===== config.mk =====
export PLATFORM = sky130hd
export DESIGN_NAME = text_to_unsigned_parser_unit_flat
export DESIGN_NICKNAME = d
export VERILOG_FILES = /design/src/rtl/core/ttup_pkg.sv /design/src/rtl/core/ttup_if.sv /design/src/rtl/core/ttup_cfg_regs.sv /design/src/rtl/core/ttup_parse_core.sv /design/src/rtl/core/ttup_result_reg.sv /design/src/rtl/core/text_to_unsigned_parser_unit.sv /design/src/flat_wrapper.sv
export VERILOG_INCLUDE_DIRS = /design/src /design/src/rtl/core
export SDC_FILE = /design/constraint.sdc
export NUM_CORES = 1
export LEC_CHECK = 0
export BUFFER_PORTS_ARGS = -buffer_cell sky130_fd_sc_hd__buf_2
export CORE_MARGIN = 5
export CORE_UTILIZATION = 60
export CTS_BUF_LIST = sky130_fd_sc_hd__clkbuf_16
export DETAILED_ROUTE_END_ITERATION = 7
export PLACE_DENSITY = 0.79
export SYNTH_ARGS = -nofsm -noshare
export SYNTH_HDL_FRONTEND = slang
export SYNTH_SLANG_ARGS = --single-unit

===== constraint.sdc =====
create_clock -name clk_i -period 9.1 [get_ports clk_i]
set_input_delay 0 -clock clk_i [delete_from_list [all_inputs] [get_ports clk_i]]
set_output_delay 0 -clock clk_i [all_outputs]
set_load 0.01 [all_outputs]

===== src/rtl/core/text_to_unsigned_parser_unit_macros.svh =====
// Assertion macros for the text-to-unsigned parser.
// Used by the top level; expects clk_i and rst_ni in scope.
`ifndef TEXT_TO_UNSIGNED_PARSER_UNIT_MACROS_SVH
`define TEXT_TO_UNSIGNED_PARSER_UNIT_MACROS_SVH

// Property that holds in the same cycle.
`define TTUP_ASSERT(lbl, prop, msg) \
  lbl: assert property (@(posedge clk_i) disable iff (!rst_ni) (prop)) else $error(msg);

// Antecedent in one cycle, consequent in the next.
`define TTUP_ASSERT_NEXT(lbl, ante, cons, msg) \
  lbl: assert property (@(posedge clk_i) disable iff (!rst_ni) (ante) |=> (cons)) \
    else $error(msg);

`endif


===== src/rtl/core/ttup_pkg.sv =====
// Package for the text-to-unsigned parser: types, constants, char decode.
// No dependencies.
package ttup_pkg;

  localparam int unsigned OffsetBits = 16;
  localparam int unsigned ApbAddrW   = 3;
  localparam int unsigned ApbDataW   = 32;
  localparam int unsigned BaseW      = 6;
  localparam int unsigned ValueW     = 32;
  localparam int unsigned EndOffW    = 16;
  localparam int unsigned RegIdxW    = ApbAddrW - 2;

  localparam logic [RegIdxW-1:0] RegRequestedBase = '0;

  localparam logic [7:0] ChNul   = 8'h00;
  localparam logic [7:0] ChZero  = 8'h30;
  localparam logic [7:0] ChNine  = 8'h39;
  localparam logic [7:0] ChLowA  = 8'h61;
  localparam logic [7:0] ChLowZ  = 8'h7A;
  localparam logic [7:0] ChUpA   = 8'h41;
  localparam logic [7:0] ChUpZ   = 8'h5A;
  localparam logic [7:0] ChLowX  = 8'h78;
  localparam logic [7:0] ChLowO  = 8'h6F;

  localparam logic [BaseW-1:0] BaseDefault = 6'd10;
  localparam logic [BaseW-1:0] BaseHex     = 6'd16;
  localparam logic [BaseW-1:0] BaseOct     = 6'd8;

  typedef enum logic [1:0] {
    StOk       = 2'd0,
    StEmpty    = 2'd1,
    StBadChar  = 2'd2,
    StBadDigit = 2'd3
  } status_e;

  typedef struct packed {
    logic             valid;
    logic [BaseW-1:0] value;
  } digit_t;

  typedef struct packed {
    logic [ValueW-1:0]  value;
    status_e            status;
    logic [EndOffW-1:0] end_offset;
  } result_t;

  // Maps 0-9, a-z, A-Z to 0..35.
  function automatic digit_t decode_char(logic [7:0] c);
    digit_t d;
    logic [7:0] t;
    d = '0;
    t = '0;
    if (c >= ChZero && c <= ChNine) begin
      t = c - ChZero;
      d.valid = 1'b1;
    end else if (c >= ChLowA && c <= ChLowZ) begin
      t = c - ChLowA + 8'd10;
      d.valid = 1'b1;
    end else if (c >= ChUpA && c <= ChUpZ) begin
      t = c - ChUpA + 8'd10;
      d.valid = 1'b1;
    end
    d.value = t[BaseW-1:0];
    return d;
  endfunction

endpackage


===== src/rtl/core/ttup_if.sv =====
// Stream interfaces of the parser: character input and result output.
// Depends on ttup_pkg.
interface ttup_in_if;
  import ttup_pkg::*;
  logic       valid;
  logic       ready;
  logic [7:0] ch;

  modport source (output valid, output ch, input ready);
  modport sink (input valid, input ch, output ready);
endinterface

interface ttup_out_if;
  import ttup_pkg::*;
  logic               valid;
  logic               ready;
  logic [ValueW-1:0]  value;
  logic [1:0]         status;
  logic [EndOffW-1:0] end_offset;

  modport source (output valid, output value, output status, output end_offset, input ready);
  modport sink (input valid, input value, input status, input end_offset, output ready);
endinterface


===== src/rtl/core/ttup_cfg_regs.sv =====
// APB register block of the parser: holds requested_base.
// Depends on ttup_pkg.
module ttup_cfg_regs import ttup_pkg::*; (
  input  logic                clk_i,
  input  logic                rst_ni,
  input  logic                psel,
  input  logic                penable,
  input  logic                pwrite,
  input  logic [ApbAddrW-1:0] paddr,
  input  logic [ApbDataW-1:0] pwdata,
  output logic [ApbDataW-1:0] prdata,
  output logic                pready,
  output logic [BaseW-1:0]    req_base_o
);

  logic [BaseW-1:0]   req_base_q;
  logic [RegIdxW-1:0] reg_idx;
  logic               wr_en;

  assign reg_idx = paddr[ApbAddrW-1:2];
  assign pready  = 1'b1;
  assign wr_en   = psel && penable && pwrite && (reg_idx == RegRequestedBase);

  always_ff @(posedge clk_i or negedge rst_ni) begin
    if (!rst_ni) begin
      req_base_q <= '0;
    end else if (wr_en) begin
      req_base_q <= pwdata[BaseW-1:0];
    end
  end

  always_comb begin
    prdata = '0;
    unique case (reg_idx)
      RegRequestedBase: prdata = {{(ApbDataW-BaseW){1'b0}}, req_base_q};
      default:          prdata = '0;
    endcase
  end

  assign req_base_o = req_base_q;

endmodule


===== src/rtl/core/ttup_parse_core.sv =====
// Input register and per-string parse state of the parser.
// Depends on ttup_pkg and ttup_in_if.
module ttup_parse_core import ttup_pkg::*; (
  input  logic             clk_i,
  input  logic             rst_ni,
  ttup_in_if.sink          chr_i,
  input  logic [BaseW-1:0] req_base_i,
  output logic             res_valid_o,
  input  logic             res_ready_i,
  output result_t          res_o
);

  logic                  in_valid_q;
  logic [7:0]            ch_q;
  logic [ValueW-1:0]     value_q, value_d;
  logic [BaseW-1:0]      base_q, base_d;
  logic [OffsetBits-1:0] count_q, count_d, count_inc;
  logic                  lz_q, lz_d;
  logic                  stop_q, stop_d;
  status_e               err_q, err_d;
  logic [OffsetBits-1:0] stop_off_q, stop_off_d;

  logic                  is_nul, step, first;
  logic [BaseW-1:0]      eff_base;
  digit_t                dig;
  logic [ValueW-1:0]     mac;

  assign is_nul = (ch_q == ChNul);
  // A NUL needs room in the result register; other chars always move on.
  assign step   = in_valid_q && (!is_nul || res_ready_i);
  assign chr_i.ready = !in_valid_q || step;

  always_ff @(posedge clk_i or negedge rst_ni) begin
    if (!rst_ni) begin
      in_valid_q <= 1'b0;
    end else if (chr_i.valid && chr_i.ready) begin
      in_valid_q <= 1'b1;
    end else if (step) begin
      in_valid_q <= 1'b0;
    end
  end

  always_ff @(posedge clk_i) begin
    if (chr_i.valid && chr_i.ready) begin
      ch_q <= chr_i.ch;
    end
  end

  assign first     = (count_q == '0);
  assign eff_base  = first ? ((req_base_i != '0) ? req_base_i : BaseDefault) : base_q;
  assign dig       = decode_char(ch_q);
  assign count_inc = (count_q == '1) ? count_q : count_q + OffsetBits'(1);
  assign mac       = value_q * {{(ValueW-BaseW){1'b0}}, eff_base}
                   + {{(ValueW-BaseW){1'b0}}, dig.value};

  always_comb begin
    value_d    = value_q;
    base_d     = base_q;
    count_d    = count_q;
    lz_d       = lz_q;
    stop_d     = stop_q;
    err_d      = err_q;
    stop_off_d = stop_off_q;
    res_o.value      = value_q;
    res_o.status     = StOk;
    res_o.end_offset = EndOffW'(count_q);
    res_valid_o      = 1'b0;
    if (step) begin
      if (is_nul) begin
        res_valid_o = 1'b1;
        if (first && !stop_q) begin
          res_o.status     = StEmpty;
          res_o.end_offset = '0;
        end else if (stop_q) begin
          res_o.status     = err_q;
          res_o.end_offset = EndOffW'(stop_off_q);
        end
        value_d    = '0;
        base_d     = '0;
        count_d    = '0;
        lz_d       = 1'b0;
        stop_d     = 1'b0;
        err_d      = StOk;
        stop_off_d = '0;
      end else if (!stop_q) begin
        base_d = eff_base;
        if (first && ch_q == ChZero) begin
          lz_d    = 1'b1;
          count_d = count_inc;
        end else if (lz_q && count_q == OffsetBits'(1) && ch_q == ChLowX) begin
          base_d  = BaseHex;
          count_d = count_inc;
        end else if (lz_q && count_q == OffsetBits'(1) && ch_q == ChLowO) begin
          base_d  = BaseOct;
          count_d = count_inc;
        end else if (!dig.valid) begin
          stop_d     = 1'b1;
          err_d      = StBadChar;
          stop_off_d = count_q;
        end else if (dig.value >= eff_base) begin
          stop_d     = 1'b1;
          err_d      = StBadDigit;
          stop_off_d = count_q;
        end else begin
          value_d = mac;
          count_d = count_inc;
        end
      end
    end
  end

  always_ff @(posedge clk_i or negedge rst_ni) begin
    if (!rst_ni) begin
      value_q    <= '0;
      base_q     <= '0;
      count_q    <= '0;
      lz_q       <= 1'b0;
      stop_q     <= 1'b0;
      err_q      <= StOk;
      stop_off_q <= '0;
    end else begin
      value_q    <= value_d;
      base_q     <= base_d;
      count_q    <= count_d;
      lz_q       <= lz_d;
      stop_q     <= stop_d;
      err_q      <= err_d;
      stop_off_q <= stop_off_d;
    end
  end

endmodule


===== src/rtl/core/ttup_result_reg.sv =====
// Output register of the parser: holds one result item until taken.
// Depends on ttup_pkg and ttup_out_if.
module ttup_result_reg import ttup_pkg::*; (
  input  logic     clk_i,
  input  logic     rst_ni,
  input  logic     res_valid_i,
  output logic     res_ready_o,
  input  result_t  res_i,
  ttup_out_if.source res_o
);

  logic    valid_q;
  result_t data_q;

  assign res_ready_o = !valid_q || res_o.ready;

  always_ff @(posedge clk_i or negedge rst_ni) begin
    if (!rst_ni) begin
      valid_q <= 1'b0;
    end else if (res_valid_i) begin
      valid_q <= 1'b1;
    end else if (res_o.ready) begin
      valid_q <= 1'b0;
    end
  end

  always_ff @(posedge clk_i) begin
    if (res_valid_i) begin
      data_q <= res_i;
    end
  end

  assign res_o.valid      = valid_q;
  assign res_o.value      = data_q.value;
  assign res_o.status     = data_q.status;
  assign res_o.end_offset = data_q.end_offset;

endmodule


===== src/rtl/core/text_to_unsigned_parser_unit.sv =====
// Top level of the text-to-unsigned parser: APB registers, parse core, result register.
// Depends on ttup_pkg, ttup_if, ttup_cfg_regs, ttup_parse_core, ttup_result_reg and the assertion macro header.

// Parses a NUL-terminated ASCII string, one character per item, into a 32-bit
// unsigned value (base from requested_base, 0 meaning decimal, or from a 0x/0o
// prefix). One character is taken every clock cycle unless the input stalls; the
// throughput is set by the single 32x6 multiply-add that closes the value
// feedback loop. A result item passes the input register, then the result
// register, after its NUL is accepted, and is held there until taken. Input stalls
// only while a NUL waits behind an untaken result.
`include "text_to_unsigned_parser_unit_macros.svh"

module text_to_unsigned_parser_unit import ttup_pkg::*; (
  input  logic                clk_i,
  input  logic                rst_ni,
  ttup_in_if.sink             chr_i,
  ttup_out_if.source          res_o,
  input  logic                psel,
  input  logic                penable,
  input  logic                pwrite,
  input  logic [ApbAddrW-1:0] paddr,
  input  logic [ApbDataW-1:0] pwdata,
  output logic [ApbDataW-1:0] prdata,
  output logic                pready
);

  logic [BaseW-1:0] req_base;
  logic             res_push;
  logic             res_ready;
  result_t          res_data;
  logic             res_empty;

  ttup_cfg_regs u_cfg (
    .clk_i      (clk_i),
    .rst_ni     (rst_ni),
    .psel       (psel),
    .penable    (penable),
    .pwrite     (pwrite),
    .paddr      (paddr),
    .pwdata     (pwdata),
    .prdata     (prdata),
    .pready     (pready),
    .req_base_o (req_base)
  );

  ttup_parse_core u_core (
    .clk_i       (clk_i),
    .rst_ni      (rst_ni),
    .chr_i       (chr_i),
    .req_base_i  (req_base),
    .res_valid_o (res_push),
    .res_ready_i (res_ready),
    .res_o       (res_data)
  );

  ttup_result_reg u_res (
    .clk_i       (clk_i),
    .rst_ni      (rst_ni),
    .res_valid_i (res_push),
    .res_ready_o (res_ready),
    .res_i       (res_data),
    .res_o       (res_o)
  );

  assign res_empty = res_o.valid && (res_o.status == StEmpty);

  // Input only backs up behind a result that is held and not taken.
  `TTUP_ASSERT(a_stall_cause, !chr_i.ready |-> (res_o.valid && !res_o.ready), "input stall")
  // A pushed result shows up on the output in the next cycle.
  `TTUP_ASSERT_NEXT(a_push_visible, res_push, res_o.valid, "pushed result not visible")
  // Empty strings report zero value at offset zero.
  `TTUP_ASSERT(a_empty_zero, res_empty |-> ({res_o.value, res_o.end_offset} == '0), "empty not 0")

endmodule

===== src/flat_wrapper.sv =====
// flat-port wrapper written by rule: the top's interface ports become plain ports
module text_to_unsigned_parser_unit_flat import ttup_pkg::*;
  (clk_i, rst_ni, psel, penable, pwrite, paddr, pwdata, prdata, pready, chr_i_valid, chr_i_ch, chr_i_ready, res_o_valid, res_o_value, res_o_status, res_o_end_offset, res_o_ready);
  ttup_in_if chr_i_i ();
  ttup_out_if res_o_i ();
  input  logic clk_i;
  input  logic rst_ni;
  input  logic psel;
  input  logic penable;
  input  logic pwrite;
  input  logic [ApbAddrW-1:0] paddr;
  input  logic [ApbDataW-1:0] pwdata;
  output logic [ApbDataW-1:0] prdata;
  output logic pready;
  input wire logic [$bits(chr_i_i.valid)-1:0] chr_i_valid;
  input wire logic [$bits(chr_i_i.ch)-1:0] chr_i_ch;
  output wire logic [$bits(chr_i_i.ready)-1:0] chr_i_ready;
  output wire logic [$bits(res_o_i.valid)-1:0] res_o_valid;
  output wire logic [$bits(res_o_i.value)-1:0] res_o_value;
  output wire logic [$bits(res_o_i.status)-1:0] res_o_status;
  output wire logic [$bits(res_o_i.end_offset)-1:0] res_o_end_offset;
  input wire logic [$bits(res_o_i.ready)-1:0] res_o_ready;
  assign chr_i_i.valid = chr_i_valid;
  assign chr_i_i.ch = chr_i_ch;
  assign chr_i_ready = chr_i_i.ready;
  assign res_o_valid = res_o_i.valid;
  assign res_o_value = res_o_i.value;
  assign res_o_status = res_o_i.status;
  assign res_o_end_offset = res_o_i.end_offset;
  assign res_o_i.ready = res_o_ready;
  text_to_unsigned_parser_unit u_core (.clk_i(clk_i), .rst_ni(rst_ni), .chr_i(chr_i_i), .res_o(res_o_i), .psel(psel), .penable(penable), .pwrite(pwrite), .paddr(paddr), .pwdata(pwdata), .prdata(prdata), .pready(pready));
endmodule

==> results of run 1 <==
registers in the layout, summed over array words and instances, names as in the netlist:
register	cells
u_core.u_core.value_q	32
u_core.u_res.res_o.value	32
u_core.u_core.count_q	16
u_core.u_core.stop_off_q	16
u_core.u_res.res_o.end_offset	16
u_core.u_core.ch_q	8
u_core.u_cfg.req_base_o	6
u_core.u_core.base_q	6
u_core.u_core.err_q	2
u_core.u_res.res_o.status	2
u_core.u_core.in_valid_q	1
u_core.u_core.lz_q	1
u_core.u_core.stop_q	1
u_core.u_res.res_o.valid	1
per-stage QoR:
step	cells	util, %	hold slack (ns)
finish	1459	67.6	0.0906
global placement	1410	63.4	0.0245
global route	1459	67.6	0.138
CTS	1459	67.6	0.109
floorplan	1120	-	-0.296
detailed placement	1410	63.4	0.0250
where the power goes:
| group | internal [mW] | switching, mW | total, mW | leakage [nW] |
|---|---|---|---|---|
| Clock | 0.447 | 0.313 | 0.760 | 0.316 |
| Sequential | 0.680 | 0.0296 | 0.710 | 1.68 |
| Combinational | 0.0930 | 0.176 | 0.269 | 4.32 |
cell usage after synthesis (all sizes together) (18+ instances only):
master	instances
edfxtp	58
xnor2	18
fa	112
mux2	20
inv	63
a21o	21
nor2b	145
nand2	71
a21oi	45
a22o	21
nor2	29
dfrtp	82
and2	35
nand3	20
o21ai	59
buf	38
ha	80
nand2b	22
clkbuf	26
layer usage:
metal,wire (um),share of wire (%),up-vias,track usage [%]
li1,-,-,3878,-
met1,11100,43,4218,32.9
met2,12800,50,236,41.3
met3,1270,4.9,35,3.97
met4,501,2.0,0,7.19
met5,0,0,-,0
worst max-delay path: cells and delay by family, from the launching register on:
kind                     cells  cell delay, ns
XOR/XNOR                     1            0.16
AND/OR/NAND/NOR              7            1.95
adder cells (fa/ha/maj)      5            2.24
multiplexers                 1            0.68
AO/OA/AOI/OAI                4            0.77
flip-flops                   1            0.46
buffers and inverters        1            0.43
layout by cell type, fill, tap and decap left out, types with 4 or more instances in the layout:
master,count
nor3_1,5
edfxtp_1,58
o21bai_1,6
or4_1,7
inv_1,60
o31ai_1,6
nand2_1,71
a21oi_1,44
mux2i_2,4
or3_1,6
fa_1,112
ha_1,80
inv_6,6
buf_2,78
nor2_1,27
a31oi_1,5
buf_4,11
nand2b_1,22
nor2b_1,145
nand4_1,8
a22o_1,21
o21ai_1,8
o21ai_0,49
and2_1,35
xnor2_1,18
nand3_1,20
mux2_2,20
nor4_1,4
clkbuf_16,17
dfrtp_1,82
a21o_1,21
dlygate4sd3_1,17
conb_1,27
a32o_1,6
and3_1,6
xor2_1,17
o211ai_1,8
how the worst min path moves through the flow:
stage,startpoint,to,slack (ns)
finish,rst_ni,u_core.u_core.stop_off_q[4],0.09
detailed placement,rst_ni,u_core.u_core.stop_off_q[4],0.02
global placement,rst_ni,u_core.u_core.stop_off_q[4],0.02
floorplan,rst_ni,u_core.u_cfg.req_base_o[0],-0.30
CTS,rst_ni,u_core.u_core.stop_off_q[0],0.11
global route,rst_ni,u_core.u_core.stop_off_q[4],0.14
logic make-up (layout without fill, tap and decap cells):
family	count (synthesis)	count (layout)
DFF	140	140
other	2	27
and+or+nand+nor	374	374
AOI/OAI and AO/OA	197	197
muxes	26	26
buffers and inverters	127	201
xor gates and xnor gates	37	37
adders and majority gates	192	192
final cells by class:
class,count,area (um2)
well taps,265,332
clock buffers,17,425
clock inverters,15,223
inverters,63,236
flip-flops and latches,140,3790
multi-input cells,853,7420
fillers,1479,6260
repair buffers,106,643
==> results.tsv, run 1 <==
metric	value	unit
post-place-ws	2.29	ns
wl	25600	um
cts_buffers	17	
ctsResizeCount	0	
synthFlopType	dfrtp_1	
cp_max_fo	21	
max_stage_delay	0.68	ns
grt_pass1_wl	43700	um
antenna_found_initial	0	
design_area	13100	um2
cts_tree	yes	
dr.first_iter.drc_count	758	
firstDrtPassIters	7	
p_total	1.74	mW
cp-end-kind	register	
fin_ws	2.24	ns
synth_top_area_share	19.2	%
critPathLaunchType	register	
yosysSeqAreaShare	32.4	%
wl_per_cell	17.6	um
rows	51	
antenna_cells	0	
gp_congestion	0.891	
max_slew_margin	22.2	%
async_flop_share	58.6	%
cp-startpoint	u_core.u_core.count_q[2]	
dp.final_hpwl	17800	um
worstMarginPinSlew	1.16	ns
die_width	150	um
min_period	6.86	ns
area_delta_synth_final	11.8	%
ctsHtreeMaxLevel	4	
finalCritPeriodShare	75.3	%
finalMaxSlewViolations	0	
clk_pin_slew	0.07	ns
power_density	133	nW/um2
syn_inst	1095	
nNetsFinal	1423	
grt_max_degree	70	
r2r_cells	19	
start_util	60.5	%
yosysTopAreaCell	fa_1	
clock_sinks	140	
cp_cell_sequence	nor4_2, nand4_2, or2_1, mux2i_2, buf_4, nor2b_1, fa_1, fa_1, fa_1, ha_1, ha_1, nand4_1, or4_1, a31oi_1, nor2_1, o21ai_0, a31oi_1, xnor2_1, o21ai_1	
io-pin-count	135	
irDropWorstVdd	0.000106	V
setup_viol	0	
status	finished, final reports clean	
clk_latency	0.43	ns
cp.arrival	7.14	ns
antenna_left	0	
num_vias	8367	
synth-compound-area-share	10.9	%
grt_setup_unrepaired	no	
fp.dieH	150	um
cts_buffer_depth	2	
vias_per_cell	5.73	
synthMuxAreaShare	2.47	%
yosys_warnings	0	
synthAdderAreaFrac	27.7	%
cts_root_buf	clkbuf_16	
drive_above_1_share	13.8	%
dpl-instance-area	12300	um2
hold_buffers	17	
grtUsageTotal	24.5	%
regToRegStartpoint	u_core.u_core.count_q[2]	
synth_top_family_by_area	adder cells	
grt_pass1_vias	8786	
synth_xor_area_share	3.01	%
cts_post_setup_buffers_inserted	0	
cpMostUsedCell	fa_1	
r2r_end	u_core.u_core.value_q[31]	
min_path_type	in2async	
coreArea	19300	um2
syn_area	11700	um2
reg2reg_slack	2.24	ns
synth_edf_count	58	
synth_simple_gate_area_share	18.2	%
drv_cap	0	
drcViolationCount	0	
skew	0.0115	ns
io_buffers	79	
ys_top_cells_by_area	fa_1 19%, dfrtp_1 18%, edfxtp_1 15%, ha_1 8.6%, nor2b_1 7.8%	
power_leakage	6.32	nW
crit_end	u_core.u_core.value_q[31]	
cp_slowest_cell	mux2i_2	
dieArea	22400	um2
cp.required	9.38	ns
overflow	0	
yosysUniqueCellTypes	68	
avgSynthCellArea	10.7	um2
setup_tns	0	ns
crit_type	reg2reg	
fmax	146	MHz
ys_ff_latch	140	
finalHoldViolations	0	
Note: power is estimated with default switching activity, not from simulation.
==> run 2, diff against run 1 <==
ABC_AREA = 1   (was not set)
PLACE_DENSITY = 0.78   (was 0.79)
clock period = 6.6 ns   (was 9.1 ns; I/O delays follow)
==> results.tsv, run 2 <==
metric	value	unit
status	finished, final reports clean	
max_stage_delay	0.54	ns
yosys_warnings	0	
worstMarginPinSlew	1.15	ns
die_width	152	um
wl_per_cell	16.0	um
cts_post_setup_buffers_inserted	0	
cp-end-kind	register	
yosysSeqAreaShare	31.3	%
cp.required	6.94	ns
grt_setup_unrepaired	no	
finalCritPeriodShare	92.8	%
syn_area	12100	um2
async_flop_share	58.6	%
syn_inst	1411	
firstDrtPassIters	6	
grt_max_degree	52	
ys_top_cells_by_area	fa_1 18%, dfrtp_1 17%, edfxtp_1 14%, ha_1 8.3%, nor2_1 8.2%	
overflow	0	
crit_type	reg2reg	
finalHoldViolations	0	
synth_edf_count	58	
max_slew_margin	23.6	%
synth_top_area_share	18.5	%
yosysUniqueCellTypes	57	
antenna_cells	0	
avgSynthCellArea	8.59	um2
cp.arrival	6.46	ns
cpMostUsedCell	nand2_1	
design_area	13400	um2
cts_root_buf	clkbuf_16	
hold_slack	0.0781	ns
clock_sinks	140	
dieArea	23200	um2
fp.dieH	152	um
synthMostInstantiatedCell	nor2_1	
synthTopCellsByCount	265 x nor2_1, 230 x nand2_1, 163 x inv_1	
setup_viol	0	
dpl-instance-area	12600	um2
grtUsageTotal	25.6	%
cp_slowest_cell	fa_1	
min_period	6.12	ns
grt_pass1_wl	49200	um
reg2reg_slack	0.48	ns
dr.first_iter.drc_count	839	
vias_per_cell	5.54	
coreArea	20000	um2
drv_cap	0	
dp.final_hpwl	21000	um
setup_tns	0	ns
gp_congestion	0.920	
clk_latency	0.44	ns
finish.utilization	67.1	%
cts_buffers	17	
cts_tree	yes	
cp_max_fo	7	
clk_pin_slew	0.07	ns
skew	0.0105	ns
grt_pass1_vias	10007	
nNetsFinal	1741	
final_common_cell	nor2_1	
yosysTopAreaCell	fa_1	
layout_common_cells	265 x nor2_1, 230 x nand2_1, 162 x inv_1	
ys_ff_latch	140	
area_delta_synth_final	10.8	%
drive_above_1_share	12.8	%
cts_buffer_depth	2	
io_buffers	79	
start_util	60.5	%
min_path_type	in2async	
rows	52	
finalMaxSlewViolations	0	
num_vias	9865	
critPathLaunchType	register	
drcViolationCount	0	
io-pin-count	135	
ctsHtreeMaxLevel	4	
fmax	163	MHz
wl	28600	um
antenna_left	0	
antenna_found_initial	0	
synthFlopType	dfrtp_1	
run 2: changes by cell type in the layout (fill, tap and decap cells not counted), moves of 22 or more:
cell / change
a21oi_1: +24
and2_1: -34
inv_1: +102
nand2_1: +159
nand2b_1: -22
nand3_1: +28
nor2_1: +238
nor2b_1: -145
run 2: worst paths after layout:
| kind | start | end | depth (start not counted) |
|---|---|---|---|
| setup / recovery | u_core.u_core.count_q[0] | u_core.u_core.value_q[29] | 30 |
| hold / removal | rst_ni | u_core.u_core.value_q[12] | 2 |
| setup reg to reg | u_core.u_core.count_q[0] | u_core.u_core.value_q[29] | 30 |
| hold reg to reg | u_core.u_core.value_q[14] | u_core.u_res.res_o.value[14] | 0 |
| max in group asynchronous | rst_ni | u_core.u_core.stop_off_q[0] | 3 |
| min in group clk_i | pwrite | u_core.u_cfg.req_base_o[0] | 3 |
run 2: worst max-delay path: cells and delay by family (launching register included):
family	cells	cell delay, ns
AO/OA/AOI/OAI	4	0.85
adder cells (fa/ha/maj)	6	2.61
buffers and inverters	7	0.52
flip-flops	1	0.45
AND/OR/NAND/NOR	13	1.58
run 2: layer usage:
layer	share of wire (%)	GRT usage, %
met5	0	0
met4	1.7	6.25
met1	43	35.4
met2	48	42.2
met3	7.2	5.17
run 2: logic make-up (layout without fill, tap and decap cells):
kind of cell	count (synthesis)	in the layout	share of synthesized area [%]
XOR/XNOR	22	22	1.59
adder cells (fa/ha/maj)	192	192	26.7
multiplexers	3	3	0.279
AND/OR/NAND/NOR	609	609	21.0
AO/OA/AOI/OAI	200	200	10.1
buffers and inverters	243	319	8.86
other	2	27	0.0619
flip-flops	140	140	31.3
run 2: final cells by class:
cell class / instances / area [um2]
Multi-Input combinational cell: 1053 / 7360
Fill cell: 1677 / 6600
Sequential cell: 140 / 3790
Inverter: 179 / 678
Timing Repair Buffer: 108 / 658
Clock buffer: 17 / 425
Tap cell: 270 / 338
Clock inverter: 15 / 191
run 2: per-stage QoR:
| step | cells | setup slack, ns |
|---|---|---|
| after CTS | 1782 | 0.469 |
| after global routing | 1782 | 0.0653 |
| after floorplan | 1436 | 1.16 |
| after global placement | 1733 | 0.674 |
| final | 1782 | 0.475 |
| after detailed placement | 1733 | 0.533 |
run 2: repair_timing:
item	CTS	global route
resized for setup	0	2
hold buffers	17	0
endpoints found under the setup margin	0	2
endpoints found under the hold margin	51	0
Power of run 2 is not shown: default switching activity piles up to over one toggle a cycle in this logic, so the estimate is an artifact.
==> run 3, diff against run 2 <==
CORE_ASPECT_RATIO = 1.75   (was not set)
CORE_MARGIN = 4   (was 5)
==> results.tsv, run 3 (synthesis gave the netlist of run 2 again) <==
metric	value	unit
nNetsFinal	1744	
setup_tns	0	ns
drive_above_1_share	12.5	%
cts_buffers	17	
crit_type	reg2reg	
clock_sinks	140	
worstMarginPinSlew	1.20	ns
cp_slowest_cell	fa_1	
hold_buffers	18	
die_width	115	um
grt_setup_unrepaired	no	
fp.dieH	196	um
min_path_type	in2reg	
min_period	6.10	ns
wl	30700	um
cts_tree	yes	
skew	0.00935	ns
grtUsageTotal	28.6	%
whs_endpoint	u_core.u_cfg.req_base_o[4]	
coreArea	19800	um2
vias_per_cell	5.70	
drcViolationCount	0	
antenna_found_initial	0	
max_slew_margin	19.8	%
hold_path.startpoint	pwrite	
antenna_left	0	
final_common_cell	nor2_1	
clk_pin_slew	0.06	ns
ctsResizeCount	0	
grt_pass1_wl	50800	um
hold_path_depth	3	
finalHoldViolations	0	
cp-end-kind	register	
rows	68	
cpMostUsedCell	inv_1	
grt_pass1_vias	10670	
cts_post_setup_buffers_inserted	0	
status	finished, final reports clean	
grt_max_degree	71	
r2r_cells	28	
io_buffers	79	
cp.arrival	6.38	ns
clk_latency	0.44	ns
dieArea	22600	um2
cp_max_fo	12	
max_stage_delay	0.57	ns
cts_root_buf	clkbuf_16	
drv_cap	0	
dp.final_hpwl	22900	um
start_util	61.2	%
dr.first_iter.drc_count	629	
regToRegStartpoint	u_core.u_core.count_q[0]	
io-pin-count	135	
finalCritPeriodShare	92.4	%
area_delta_synth_final	10.0	%
firstDrtPassIters	8	
finalMaxSlewViolations	0	
overflow	0	
antenna_cells	0	
gp_congestion	0.915	
reg2reg_slack	0.50	ns
ctsHtreeMaxLevel	4	
cp.required	6.88	ns
critPathLaunchType	register	
r2r_end	u_core.u_core.value_q[25]	
fmax	164	MHz
layout_common_cells	265 x nor2_1, 230 x nand2_1, 164 x inv_1	
cts_buffer_depth	2	
wl_per_cell	17.5	um
num_vias	10039	
setup_viol	0	
run 3: cell count changes in the layout (fill, tap and decap cells not counted), moves of 4 or more:
cell / change
clkinv_8: -6
inv_8: -6
clkinv_2: +4
clkinv_1: +4
run 3: worst max-delay path by stage:
| stage | start | endpoint | slack, ns | depth (start not counted) |
|---|---|---|---|---|
| 2_1_floorplan | u_core.u_core.count_q[0] | u_core.u_core.value_q[29] | 1.16 | 31 |
| 3_3_place_gp | u_core.u_core.count_q[0] | u_core.u_core.value_q[13] | 0.69 | 27 |
| 3_5_place_dp | u_core.u_core.count_q[0] | u_core.u_core.value_q[13] | 0.60 | 27 |
| 4_1_cts | u_core.u_core.count_q[0] | u_core.u_core.value_q[30] | 0.57 | 23 |
| 5_1_grt | u_core.u_core.count_q[0] | u_core.u_core.value_q[13] | 0.04 | 27 |
| 6_report | u_core.u_core.count_q[0] | u_core.u_core.value_q[25] | 0.50 | 28 |
run 3: stage by stage:
step                area [um2]  cells  utilization (%)  worst slack (ns)  hold WS, ns
detailed placement       12600   1710             63.7             0.596       -0.137
global route             13300   1760             67.3            0.0364        0.213
CTS                      13300   1760             67.3             0.572        0.124
floorplan                12200   1436                -              1.16       -0.296
finish                   13300   1760             67.3             0.500        0.149
global placement         12600   1710             63.7             0.689       -0.138
run 3: worst max-delay path: cells and delay by family (launching register included):
family / cells / cell delay [ns]
DFF: 1 / 0.46
AOI/OAI and AO/OA: 6 / 0.99
buffers and inverters: 6 / 0.71
and+or+nand+nor: 10 / 1.36
adders and majority gates: 6 / 2.42
run 3: per-layer routing:
metal / global-route usage, % / routed length (um) / vias up
li1: - / - / 4673
met1: 29.3 / 10500 / 4902
met2: 52.8 / 16900 / 324
met3: 3.95 / 1210 / 140
met4: 18.3 / 2120 / 0
met5: 0 / 0 / -
run 3: area by class of cell:
class / instances / area (um2)
fill: 1597 / 6480
multi-input combinational: 1053 / 7350
inverter: 179 / 674
tap: 245 / 307
sequential: 140 / 3790
clock inverter: 15 / 109
timing repair buffer: 111 / 683
clock buffer: 17 / 425
Power of run 3 is left out for the same reason.
